### config.mk
export PLATFORM = sky130hd
export DESIGN_NAME = motor_accel_phase_classifier_core
export DESIGN_NICKNAME = d
export VERILOG_FILES = /design/src/rtl/mapc_pkg.sv /design/src/rtl/mapc_lane.sv /design/src/rtl/mapc_merge.sv /design/src/rtl/motor_accel_phase_classifier_core.sv
export SDC_FILE = /design/constraint.sdc
export NUM_CORES = 1
export LEC_CHECK = 0
export CAP_MARGIN = 0
export CORE_ASPECT_RATIO = 0.75
export CORE_UTILIZATION = 55
export CTS_CLUSTER_SIZE = 8
export DETAILED_ROUTE_END_ITERATION = 10
export DONT_BUFFER_PORTS = 1
export PLACE_DENSITY = 0.76
export SYNTH_ARGS = -nofsm -noshare
export SYNTH_HDL_FRONTEND = slang
export SYNTH_SLANG_ARGS = --single-unit
### constraint.sdc
create_clock -name clock -period 16.7 [get_ports clock]
set_input_delay 0 -clock clock [delete_from_list [all_inputs] [get_ports clock]]
set_output_delay 0 -clock clock [all_outputs]
set_load 0.02 [all_outputs]
### src/rtl/mapc_pkg.sv
package mapc_pkg;

   localparam int WHEEL_COUNT = 4;
   localparam int SPEED_W     = 24;
   localparam int THR_W       = 16;
   localparam int PHASE_W     = 2;

   localparam int REQ_DATA_W  = ((2 * WHEEL_COUNT * SPEED_W + 7) / 8) * 8;
   localparam int RSP_FIELD_W = WHEEL_COUNT * PHASE_W + 3;
   localparam int RSP_DATA_W  = ((RSP_FIELD_W + 7) / 8) * 8;
   localparam int CSR_IDX_W   = 2;

   typedef logic [PHASE_W-1:0] phase_type;
   typedef logic [THR_W-1:0]   thr_type;
   typedef logic [SPEED_W-1:0] mag_type;

   localparam phase_type PH_STOP   = 2'd0;
   localparam phase_type PH_START  = 2'd1;
   localparam phase_type PH_STABLE = 2'd2;
   localparam phase_type PH_DOWN   = 2'd3;

   localparam logic [CSR_IDX_W-1:0] CSR_DELTA_THR = 2'd0;
   localparam logic [CSR_IDX_W-1:0] CSR_STOP_THR  = 2'd1;
   localparam logic [CSR_IDX_W-1:0] CSR_BOOST_HOLD = 2'd2;

   localparam thr_type DELTA_THR_RESET  = 16'd77;
   localparam thr_type STOP_THR_RESET   = 16'd256;
   localparam thr_type BOOST_HOLD_RESET = 16'd300;

   typedef struct packed {
      logic boost;
      logic starting;
      logic slowing;
   } flags_type;

endpackage

### src/rtl/mapc_lane.sv
module mapc_lane (
   input  logic signed [mapc_pkg::SPEED_W-1:0] ref_speed,
   input  logic signed [mapc_pkg::SPEED_W-1:0] prev_speed,
   input  mapc_pkg::thr_type                   delta_threshold,
   input  mapc_pkg::thr_type                   stop_threshold,
   output mapc_pkg::phase_type                 phase
);

   mapc_pkg::mag_type                  ref_mag;
   mapc_pkg::mag_type                  prev_mag;
   logic signed [mapc_pkg::SPEED_W:0]  rise;
   logic signed [mapc_pkg::SPEED_W:0]  fall;
   logic signed [mapc_pkg::SPEED_W:0]  delta_ext;

   // The most negative reference maps to 2^23, which still fits unsigned.
   assign ref_mag   = ref_speed[mapc_pkg::SPEED_W-1] ? (~ref_speed + 1'b1) : ref_speed;
   assign prev_mag  = prev_speed[mapc_pkg::SPEED_W-1] ? (~prev_speed + 1'b1) : prev_speed;
   assign rise      = $signed({1'b0, ref_mag}) - $signed({1'b0, prev_mag});
   assign fall      = $signed({1'b0, prev_mag}) - $signed({1'b0, ref_mag});
   assign delta_ext = $signed({{(mapc_pkg::SPEED_W + 1 - mapc_pkg::THR_W){1'b0}},
                               delta_threshold});

   always_comb begin
      if (rise >= delta_ext) begin
         phase = mapc_pkg::PH_START;
      end else if (fall >= delta_ext) begin
         phase = mapc_pkg::PH_DOWN;
      end else if (ref_mag <= {{(mapc_pkg::SPEED_W - mapc_pkg::THR_W){1'b0}},
                               stop_threshold}) begin
         phase = mapc_pkg::PH_STOP;
      end else begin
         phase = mapc_pkg::PH_STABLE;
      end
   end

endmodule

### src/rtl/mapc_merge.sv
module mapc_merge (
   input  logic                                             clock,
   input  logic                                             reset,
   input  logic                                             step,
   input  logic [mapc_pkg::WHEEL_COUNT*mapc_pkg::PHASE_W-1:0] phases,
   input  mapc_pkg::thr_type                                boost_hold_ticks,
   output mapc_pkg::flags_type                              flags_next
);

   logic                boost_flag_ff;
   logic                boost_flag_in;
   mapc_pkg::thr_type   boost_timer_ff;
   mapc_pkg::thr_type   boost_timer_in;
   logic                starting_flag_ff;
   logic                starting_flag_in;
   logic                slowing_flag_ff;
   logic                slowing_flag_in;
   logic                all_start;
   logic                all_down;

   always_comb begin
      all_start = 1'b1;
      all_down  = 1'b1;
      for (int i = 0; i < mapc_pkg::WHEEL_COUNT; i++) begin
         if (phases[i*mapc_pkg::PHASE_W +: mapc_pkg::PHASE_W] != mapc_pkg::PH_START) begin
            all_start = 1'b0;
         end
         if (phases[i*mapc_pkg::PHASE_W +: mapc_pkg::PHASE_W] != mapc_pkg::PH_DOWN) begin
            all_down = 1'b0;
         end
      end
   end

   always_comb begin
      boost_timer_in = boost_timer_ff;
      if (boost_flag_ff && (boost_timer_ff >= boost_hold_ticks)) begin
         boost_timer_in = '0;
         boost_flag_in  = all_start;
      end else if (boost_flag_ff) begin
         boost_timer_in = boost_timer_ff + 1'b1;
         boost_flag_in  = 1'b1;
      end else begin
         boost_flag_in  = all_start;
      end

      starting_flag_in = starting_flag_ff;
      slowing_flag_in  = slowing_flag_ff;
      if (boost_flag_in) begin
         starting_flag_in = 1'b1;
      end else if (all_down) begin
         slowing_flag_in = 1'b1;
      end else begin
         starting_flag_in = 1'b0;
         slowing_flag_in  = 1'b0;
      end
   end

   assign flags_next.boost    = boost_flag_in;
   assign flags_next.starting = starting_flag_in;
   assign flags_next.slowing  = slowing_flag_in;

   always_ff @(posedge clock) begin
      if (reset) begin
         boost_flag_ff    <= 1'b0;
         boost_timer_ff   <= '0;
         starting_flag_ff <= 1'b0;
         slowing_flag_ff  <= 1'b0;
      end else if (step) begin
         boost_flag_ff    <= boost_flag_in;
         boost_timer_ff   <= boost_timer_in;
         starting_flag_ff <= starting_flag_in;
         slowing_flag_ff  <= slowing_flag_in;
      end
   end

`ifndef SYNTH
   a_timer_idle_hold: assert property (@(posedge clock) disable iff (reset)
      step && !boost_flag_ff |=> boost_timer_ff == $past(boost_timer_ff))
      else $error("boost timer moved while boost was idle");

   a_boost_implies_start: assert property (@(posedge clock) disable iff (reset)
      boost_flag_ff |-> starting_flag_ff)
      else $error("boost set without chassis starting flag");
`endif

endmodule

### src/rtl/motor_accel_phase_classifier_core.sv
// Channel   Direction  Handshake                    Payload
// req       in         req_tvalid / req_tready      req_tdata: ref_wheel0..3, prev_wheel0..3
// rsp       out        rsp_tvalid / rsp_tready      rsp_tdata: phases, boost, starting, slowing
// csr       in         csr_valid / csr_ready        csr_index, csr_data
//
// One beat is accepted every cycle unless the output stalls; the output register takes its result.
// All four lanes and the boost/chassis update are combinational between input and that register.
// A stalled output register blocks input only while it is full and not being taken.
// Synchronous reset clears the boost and chassis state and loads the register defaults.
module motor_accel_phase_classifier_core (
   input  logic                                 clock,
   input  logic                                 reset,
   input  logic                                 req_tvalid,
   output logic                                 req_tready,
   // ref_wheel0..3 then prev_wheel0..3, 24 bits each, from bit 0 up.
   input  logic [mapc_pkg::REQ_DATA_W-1:0]      req_tdata,
   output logic                                 rsp_tvalid,
   input  logic                                 rsp_tready,
   // phase_wheel0..3 (2 bits each), boost_active, chassis_starting, chassis_slowing, zero pad.
   output logic [mapc_pkg::RSP_DATA_W-1:0]      rsp_tdata,
   input  logic                                 csr_valid,
   output logic                                 csr_ready,
   input  logic [mapc_pkg::CSR_IDX_W-1:0]       csr_index,
   input  mapc_pkg::thr_type                    csr_data
);

   mapc_pkg::thr_type                                  delta_thr_ff;
   mapc_pkg::thr_type                                  stop_thr_ff;
   mapc_pkg::thr_type                                  boost_hold_ff;
   logic                                               rsp_valid_ff;
   logic                                               rsp_valid_in;
   logic [mapc_pkg::RSP_DATA_W-1:0]                    rsp_data_ff;
   logic [mapc_pkg::RSP_DATA_W-1:0]                    rsp_data_in;
   logic [mapc_pkg::WHEEL_COUNT*mapc_pkg::PHASE_W-1:0] phases;
   mapc_pkg::flags_type                                flags_next;
   logic                                               step;

   assign csr_ready  = 1'b1;
   assign req_tready = !rsp_valid_ff || rsp_tready;
   assign step       = req_tvalid && req_tready;
   assign rsp_tvalid = rsp_valid_ff;
   assign rsp_tdata  = rsp_data_ff;

   always_ff @(posedge clock) begin
      if (reset) begin
         delta_thr_ff  <= mapc_pkg::DELTA_THR_RESET;
         stop_thr_ff   <= mapc_pkg::STOP_THR_RESET;
         boost_hold_ff <= mapc_pkg::BOOST_HOLD_RESET;
      end else if (csr_valid && csr_ready) begin
         case (csr_index)
            mapc_pkg::CSR_DELTA_THR: begin
               delta_thr_ff <= csr_data;
            end
            mapc_pkg::CSR_STOP_THR: begin
               stop_thr_ff <= csr_data;
            end
            mapc_pkg::CSR_BOOST_HOLD: begin
               boost_hold_ff <= csr_data;
            end
            default: begin
            end
         endcase
      end
   end

   for (genvar i = 0; i < mapc_pkg::WHEEL_COUNT; i++) begin : g_lane
      mapc_lane u_lane (
         .ref_speed       (req_tdata[i*mapc_pkg::SPEED_W +: mapc_pkg::SPEED_W]),
         .prev_speed      (req_tdata[(mapc_pkg::WHEEL_COUNT + i)*mapc_pkg::SPEED_W
                                     +: mapc_pkg::SPEED_W]),
         .delta_threshold (delta_thr_ff),
         .stop_threshold  (stop_thr_ff),
         .phase           (phases[i*mapc_pkg::PHASE_W +: mapc_pkg::PHASE_W])
      );
   end

   mapc_merge u_merge (
      .clock            (clock),
      .reset            (reset),
      .step             (step),
      .phases           (phases),
      .boost_hold_ticks (boost_hold_ff),
      .flags_next       (flags_next)
   );

   always_comb begin
      rsp_data_in = '0;
      rsp_data_in[mapc_pkg::WHEEL_COUNT*mapc_pkg::PHASE_W-1:0]   = phases;
      rsp_data_in[mapc_pkg::WHEEL_COUNT*mapc_pkg::PHASE_W]       = flags_next.boost;
      rsp_data_in[mapc_pkg::WHEEL_COUNT*mapc_pkg::PHASE_W + 1]   = flags_next.starting;
      rsp_data_in[mapc_pkg::WHEEL_COUNT*mapc_pkg::PHASE_W + 2]   = flags_next.slowing;
      rsp_valid_in = step || (rsp_valid_ff && !rsp_tready);
   end

   always_ff @(posedge clock) begin
      if (reset) begin
         rsp_valid_ff <= 1'b0;
      end else begin
         rsp_valid_ff <= rsp_valid_in;
      end
   end

   always_ff @(posedge clock) begin
      if (step) begin
         rsp_data_ff <= rsp_data_in;
      end
   end

`ifndef SYNTH
   a_accept_gives_result: assert property (@(posedge clock) disable iff (reset)
      step |=> rsp_tvalid)
      else $error("accepted beat produced no result");
`endif

endmodule

; ---- Word level (Yosys, flattened, before mapping)
; Index checks and enable logic that the tools add are counted.
[totals]
register_bits = 79
input_bits = 215
elab_cells = 106
[classes]
add_sub_neg = 17
n_lt_le_gt_ge = 13
n_eq_ne = 10
n_mux = 36
n_bitwise = 8
reduce_logical = 13
[ops]
columns = operator, count
row1 = 25-bit by 17-bit greater-or-equal comparator with 1-bit output, 8
row2 = 24-bit by 24-bit subtractor with 25-bit output, 8
row3 = "24-bit by 1-bit adder with 24-bit output, second input constant", 8
row4 = 24-bit 2-to-1 mux, 8
row5 = 24-bit NOT, 8
row6 = 24-bit by 16-bit less-or-equal comparator with 1-bit output, 4
row7 = 16-bit 2-to-1 mux, 2
row8 = 2-bit 2-to-1 mux, 12
row9 = "16-bit by 1-bit adder with 16-bit output, second input constant", 1
row10 = 16-bit greater-or-equal comparator, 1
row11 = 1-bit 2-to-1 mux, 14
row12 = "2-bit by 1-bit inequality test with 1-bit output, second input constant", 4
row13 = "2-bit inequality test, second input constant", 4
row14 = 2-bit AND reduction, 4
row15 = 1-bit logical AND, 3
row16 = "2-bit by 1-bit equality test with 1-bit output, second input constant", 1
row17 = "2-bit equality test, second input constant", 1
row18 = 1-bit logical NOT, 2
row19 = 2-bit logical NOT, 1
row20 = 1-bit logical OR, 2
row21 = 2-bit nonzero test, 1

; ---- Depth between registers and ports, before layout
[logic_depth]
depth_word = 15
mapped_depth = 30
mapped_depth_nobuf = 29

; ---- By module
; Synthesis repeated with hierarchy kept, for this count alone.
[unflattened]
hier_cells = 3080
area_unflattened_um2 = 22884.4
[by_module_without_submodules]
columns = mod, n_inst, cells_per_inst, area_per_inst_um2, seq_area_each_um2
row1 = mapc_lane at g_lane[0].u_lane ..., 3, 680, 4784.6, 0.0
row2 = mapc_lane at g_lane[1].u_lane, 1, 674, 4818.4, 0.0
row3 = motor_accel_phase_classifier_core, 1, 208, 2399.8, 1311.3
row4 = mapc_merge, 1, 158, 1312.5, 380.4

; ---- Worst setup path before layout
; OpenSTA, ideal clock, no wires.
[synth_path]
path_type = in2reg
startpoint = input port req_tdata[53] (netlist name)
endpoint = register rsp_data_ff, in the netlist rsp_tdata[9], data pin
setup_time_ps = 277
arrival_ps = 5646
required_time_ps = 16423
path_slack_ps = 10777
stages = 27
n_path_buf = 1
cell_sequence = or4_1 > nor4_1 > nand2b_1 > or3_1 > and2_1 > xor2_1 > ha_1 > clkbuf_1 > and3_1 > nor3b_1 > a221oi_1 > nand2_1 > a21oi_1 > xnor2_1 > ha_1 > a21o_1 > a221o_1 > nor3_1 > nand4_1 > nor4_1 > o211ai_1 > or4_1 > o41ai_1 > nor3b_1 > nand3_1 > or4_4 > o21ai_0
[synth_via]
elab_chain_cells = 13
elab_cells_between_ends = 21
cone_classes = 3 x add/sub / 3 x order compare / 2 x eq/ne / 12 x mux / 1 x bitwise
[synth_lines]
columns = element, line_no
row1 = start: declaration, motor_accel_phase_classifier_core.sv:16  ; input logic [mapc_pkg::REQ_DATA_W-1:0] req_tdata,
row2 = 24-bit NOT, mapc_lane.sv:16  ; assign ref_mag = ref_speed[mapc_pkg::SPEED_W-1] ? (~ref_speed + 1'b1) : ref_speed;
row3 = 24-bit by 1-bit adder with 24-bit output, mapc_lane.sv:16
row4 = 24-bit 2-to-1 mux (*), mapc_lane.sv:16
row5 = 24-bit by 24-bit subtractor with 25-bit output or 24-bit by 16-bit less-or-equal comparator with 1-bit output (tied branches), "mapc_lane.sv:19, mapc_lane.sv:28"
row6 = 25-bit by 17-bit greater-or-equal comparator with 1-bit output or 2-bit 2-to-1 mux (tied branches), "mapc_lane.sv:26, mapc_lane.sv:28"
row7 = 2-bit 2-to-1 mux, mapc_lane.sv:26  ; end else if (fall >= delta_ext) begin
row8 = 2-bit 2-to-1 mux (*), mapc_lane.sv:24  ; if (rise >= delta_ext) begin
row9 = 2-bit by 1-bit inequality test with 1-bit output, mapc_merge.sv:25  ; if (phases[i*mapc_pkg::PHASE_W +: mapc_pkg::PHASE_W] != mapc_pkg::PH_START) begin
row10 = 1-bit 2-to-1 mux (2 in a row), mapc_merge.sv:25
row11 = 1-bit 2-to-1 mux, mapc_merge.sv:39  ; end else if (boost_flag_ff) begin
row12 = 1-bit 2-to-1 mux, mapc_merge.sv:36  ; if (boost_flag_ff && (boost_timer_ff >= boost_hold_ticks)) begin
row13 = 1-bit 2-to-1 mux (*), mapc_merge.sv:48  ; if (boost_flag_in) begin
row14 = net u_merge.starting_flag_in, mapc_merge.sv:15  ; logic starting_flag_in;
row15 = end signal: assignment, motor_accel_phase_classifier_core.sv:105  ; rsp_data_ff <= rsp_data_in;
row16 = end: declaration, motor_accel_phase_classifier_core.sv:32  ; logic [mapc_pkg::RSP_DATA_W-1:0] rsp_data_ff;
; The timed path passes the listed nets; every way through them passes the cells marked *.
; A chain may end at the register's enable or synchronous reset.

; ---- Worst setup path after layout
; Ends and elaborated chain as after synthesis.

==> summary by stage <==
GRT
The total routing usage reported by global routing is 0.370. After global routing the overflow that remains totals 0. The global-route wire length before repair is 121,000 um.

The maximum number of pins on one net before global-route repair is 54. The number of antenna violations at the first check in global routing is 2. The number of global-route vias before repair came to 21,500.

Finish
Relative to the synthesized area, the layout overhead comes to 3.17%. The top cell types in the final layout, fill and taps aside, are sky130_fd_sc_hd__ha_1, sky130_fd_sc_hd__inv_1, sky130_fd_sc_hd__nand2_1. The share of post-route cells with drive strength above 1 is 0.0282. The leading cell type in the layout, fill and taps excluded is sky130_fd_sc_hd__ha_1. The final design utilization is 0.582. The number of nets in the layout is 3,670. The post-route cell area is 0.0232 sq mm.

Worst setup path
The capturing element type of the critical path is a flip-flop. The largest fanout on the critical path is 11. For the worst setup path, the data required time is 16,780 ps. The data arrival at the endpoint of the critical path is 6950 ps. The critical path in this run is classified as input port to flip-flop.

The worst setup path is launched from an input port.

Synthesis
Among all flip-flop cells after synthesis, the most frequent one is sky130_fd_sc_hd__dfxtp_1. Of the synthesized area, sequential elements account for 0.0751. The share of synthesized registers carrying an async set or reset is 0. Of the total synthesized cell area, the portion taken by AND, OR, NAND and NOR gates is 0.208. Of the post-synthesis cell area, the dominant cell type holds 0.223.

The count of flip-flops with a built-in enable after synthesis is 11. The adder and majority gate portion of the synthesized area is 0.231. Of the total synthesized cell area, the portion taken by XOR and XNOR cells is 0.126. After technology mapping, the gate count stands at 3,129. The most area-hungry cell type in the Yosys netlist is sky130_fd_sc_hd__ha_1. The largest family of logic cells by synthesized area is compound AO/OA/AOI/OAI gates. In this run the mean area of a mapped cell was 7.20 sq um. The total number of yosys warnings is 0. The synthesis-stage register bit count is 79. The post-synthesis instance area is 0.0225 sq mm. After synthesis, the share of cell area in mux cells is 0.00789. Yosys attributes the largest share of cell area to sky130_fd_sc_hd__ha_1, sky130_fd_sc_hd__xnor2_1, sky130_fd_sc_hd__a21oi_1, sky130_fd_sc_hd__dfxtp_1, sky130_fd_sc_hd__xor2_1. In this run, distinct cell masters in the synthesized netlist total 105.

The compound-gate portion of the synthesized area was 0.276.

Route
After detailed routing, the wire length on met1 is 37,200 um. The total number of vias is 23,700. Signal routing reaches up to met4. The met2 wire length is 31,300 um. The post-detailed-route DRC marker count is 0. The routed length per placed instance is 22.7 um. The wire length on met3 is 10,100 um. The detail route stage leaves a number of antenna-violating nets equal to 0. The post-detailed-route via-to-cell ratio is 6.64. After the first detailed-routing iteration, the DRC count stood at 3,296. For this run, the detailed router's first-pass iteration total came to 6. The final layout contains routed wiring with a total length of 81,000 um.

Pwr
The share of total power consumed by net switching is 0.527. Of the total power, the clock network draws 0.114. The share of total power dissipated in combinational logic is 0.771. The worst-case IR drop observed on VDD is 0.0000715 V. The sequential share of power is 0.115. The leakage power is 0.0102 uW. Summed over all nets, the switching power comes to 992 uW. Cell internal power was estimated by the tool at 891 uW. In this run the power density over the cells is 81.0 mW/mm^2.

Clock tree
The number of clock sinks seen by CTS is 79. The CTS buffer count is 9. In this run the deepest clock path goes through 2 buffers. After clock tree synthesis, the repair step resized 0 gates. The clock tree from TritonCTS is built. The root buffer cell chosen for the clock tree is sky130_fd_sc_hd__clkbuf_16. The count of H-tree levels built during CTS is 3. The later-pin clock latency in the skew report is 350 ps. The clock-pin transition on the worst setup and hold timing paths is 70 ps.

Min path
The path class of the tightest hold or removal check is input port to flip-flop.

Floorplan
The placement row count is 63. The floorplan step defined a core boundary enclosing 0.0400 sq mm. The die is 236 um wide. The die covers 0.0418 sq mm. For this design the top-level I/O count stands at 234. The initial utilization of the core area, before any placement, comes to 0.564.

In this run the vertical extent of the chip is 177 um.

STA
The final hold violation count is 0. The post-route setup TNS is 0 ps. The transition time at the pin with the least slew margin is 1170 ps. Of the available clock period, the critical path in the final layout requires 0.411.

The worst-case headroom to the max-slew limit is 0.216. Across the routed clock network, the largest skew measured is 16.5 ps. For the finished layout, the period the worst path requires is 6870 ps. The final number of max-transition violations is 0.

The maximum clock frequency is 146 MHz. Setup repair after global routing left no endpoint under its margin. The count of endpoints failing setup in the final report is 0.

Placed design
The total cell area at the placement stage is 0.0227 sq mm. The post-detailed-placement half-perimeter wirelength is 66,300 um. The global placer's final weighted congestion is 1.02. The count of buffers from port buffering is 0.

Run status
The run finished with clean final reports.

Flow run
The count of maximum capacitance violations is 0.
worst max-delay path: stages:
cell and delay, ps:
sky130_fd_sc_hd__or4_1 680, sky130_fd_sc_hd__nor4_1 310, sky130_fd_sc_hd__nand2b_1 100, sky130_fd_sc_hd__or3_1 360
sky130_fd_sc_hd__and2_1 180, sky130_fd_sc_hd__xor2_1 370, sky130_fd_sc_hd__ha_1 460, sky130_fd_sc_hd__and4_1 290
sky130_fd_sc_hd__and2_1 180, sky130_fd_sc_hd__a221oi_1 380, sky130_fd_sc_hd__nand2_1 110, sky130_fd_sc_hd__a21oi_1 290
sky130_fd_sc_hd__xnor2_1 160, sky130_fd_sc_hd__ha_1 270, sky130_fd_sc_hd__a21o_1 180, sky130_fd_sc_hd__a221o_1 290
sky130_fd_sc_hd__nor3_1 190, sky130_fd_sc_hd__nand4_1 100, sky130_fd_sc_hd__nor4_1 250, sky130_fd_sc_hd__o211ai_1 150
sky130_fd_sc_hd__or4_1 550, sky130_fd_sc_hd__o41ai_1 540, sky130_fd_sc_hd__nor3b_1 140, sky130_fd_sc_hd__nand3_1 140
sky130_fd_sc_hd__or4_4 170, sky130_fd_sc_hd__o21ai_0 70
cell usage after synthesis (8+ instances only):
cell / instances
sky130_fd_sc_hd__clkbuf_1: 105
sky130_fd_sc_hd__o31ai_1: 48
sky130_fd_sc_hd__nand4_1: 77
sky130_fd_sc_hd__nor2_1: 186
sky130_fd_sc_hd__fa_1: 8
sky130_fd_sc_hd__a21o_1: 84
sky130_fd_sc_hd__o21bai_1: 30
sky130_fd_sc_hd__and3_1: 18
sky130_fd_sc_hd__a211o_1: 16
sky130_fd_sc_hd__nor3_1: 43
sky130_fd_sc_hd__inv_1: 307
sky130_fd_sc_hd__a211oi_1: 30
sky130_fd_sc_hd__o31a_1: 20
sky130_fd_sc_hd__mux2i_1: 14
sky130_fd_sc_hd__o41ai_1: 28
sky130_fd_sc_hd__a31oi_1: 24
sky130_fd_sc_hd__nor2b_1: 45
sky130_fd_sc_hd__edfxtp_1: 11
sky130_fd_sc_hd__o21a_1: 45
sky130_fd_sc_hd__or3_1: 31
sky130_fd_sc_hd__xor2_1: 141
sky130_fd_sc_hd__o211ai_1: 11
sky130_fd_sc_hd__a21boi_0: 15
sky130_fd_sc_hd__ha_1: 402
sky130_fd_sc_hd__or2_2: 14
sky130_fd_sc_hd__dfxtp_1: 68
sky130_fd_sc_hd__a2111oi_0: 9
sky130_fd_sc_hd__nand2b_1: 53
sky130_fd_sc_hd__nand3_1: 58
sky130_fd_sc_hd__o221ai_1: 13
sky130_fd_sc_hd__and2_1: 20
sky130_fd_sc_hd__or4_1: 19
sky130_fd_sc_hd__nor4_1: 27
sky130_fd_sc_hd__a21oi_1: 275
sky130_fd_sc_hd__nand2_1: 284
sky130_fd_sc_hd__xnor2_1: 169
sky130_fd_sc_hd__o21ai_0: 200
routing by layer:
layer / vias to the layer above / GRT usage
met5: - / 0
met4: 0 / 0.0991
met3: 130 / 0.0884
met2: 1352 / 0.521
met1: 11200 / 0.549
li1: 11100 / -
timing repair:
| action | in CTS | in global routing |
|---|---|---|
| endpoints found under the hold margin | 52 | 0 |
| hold buffers | 22 | 0 |
| buffers inserted | 0 | 0 |
cells by family (layout without fill, tap and decap cells):
logic type	count (synthesis)	in the layout
compound gates	944	944
simple gates	928	928
buf+inv	432	349
fa+ha+maj	411	411
xor+xnor	316	316
flops	79	79
mux	17	17
other cells	2	10
registers in the layout (all words and copies together) (netlist names):
| signal | count |
|---|---|
| stop_thr_ff | 16 |
| boost_hold_ff | 16 |
| u_merge.boost_timer_ff | 16 |
| u_merge.boost_flag_ff | 1 |
| u_merge.starting_flag_ff | 1 |
| rsp_tdata | 11 |
| delta_thr_ff | 16 |
| u_merge.slowing_flag_ff | 1 |
| rsp_tvalid | 1 |
worst paths after layout:
kind | startpoint | endpoint | slack (ps) | cells after the start
setup / recovery | req_tdata[53] | rsp_tdata[9] | 9830 | 26
hold reg to reg | stop_thr_ff[2] | stop_thr_ff[2] | 450 | 2
hold / removal | reset | u_merge.boost_timer_ff[1] | 100 | 2
setup reg to reg | delta_thr_ff[6] | u_merge.starting_flag_ff | 12430 | 13
layout make-up:
type                    instances  area [sq um]
diodes                          4          10.0
clock buffers                  12           289
clock inverters                 4          31.3
fillers                      3744         16700
inverters                     307          1150
multi-input cells            2622         19200
flip-flops and latches         79          1690
well taps                     520           651
repair buffers                 26           260
through the flow:
stage               std cells  hold WS, ps  total power [uW]  setup slack (ps)
finish                   3574         98.3              1880              9830
global route             3570          132              2020              9550
CTS                      3570         88.9              1830              9950
detailed placement       3532         92.4              1600              9590
global placement         3532         89.0              1570              9870
floorplan                3133          118              1270             10780
power by group through the flow:
stage / registers [uW] / logic [uW] / clock network [uW]
floorplan: 216 / 1050 / 0
detailed placement: 220 / 1380 / 0
global route: 216 / 1580 / 223
finish: 216 / 1450 / 215
global placement: 220 / 1350 / 0
CTS: 216 / 1400 / 215
Note: power is estimated with default switching activity, not from simulation.
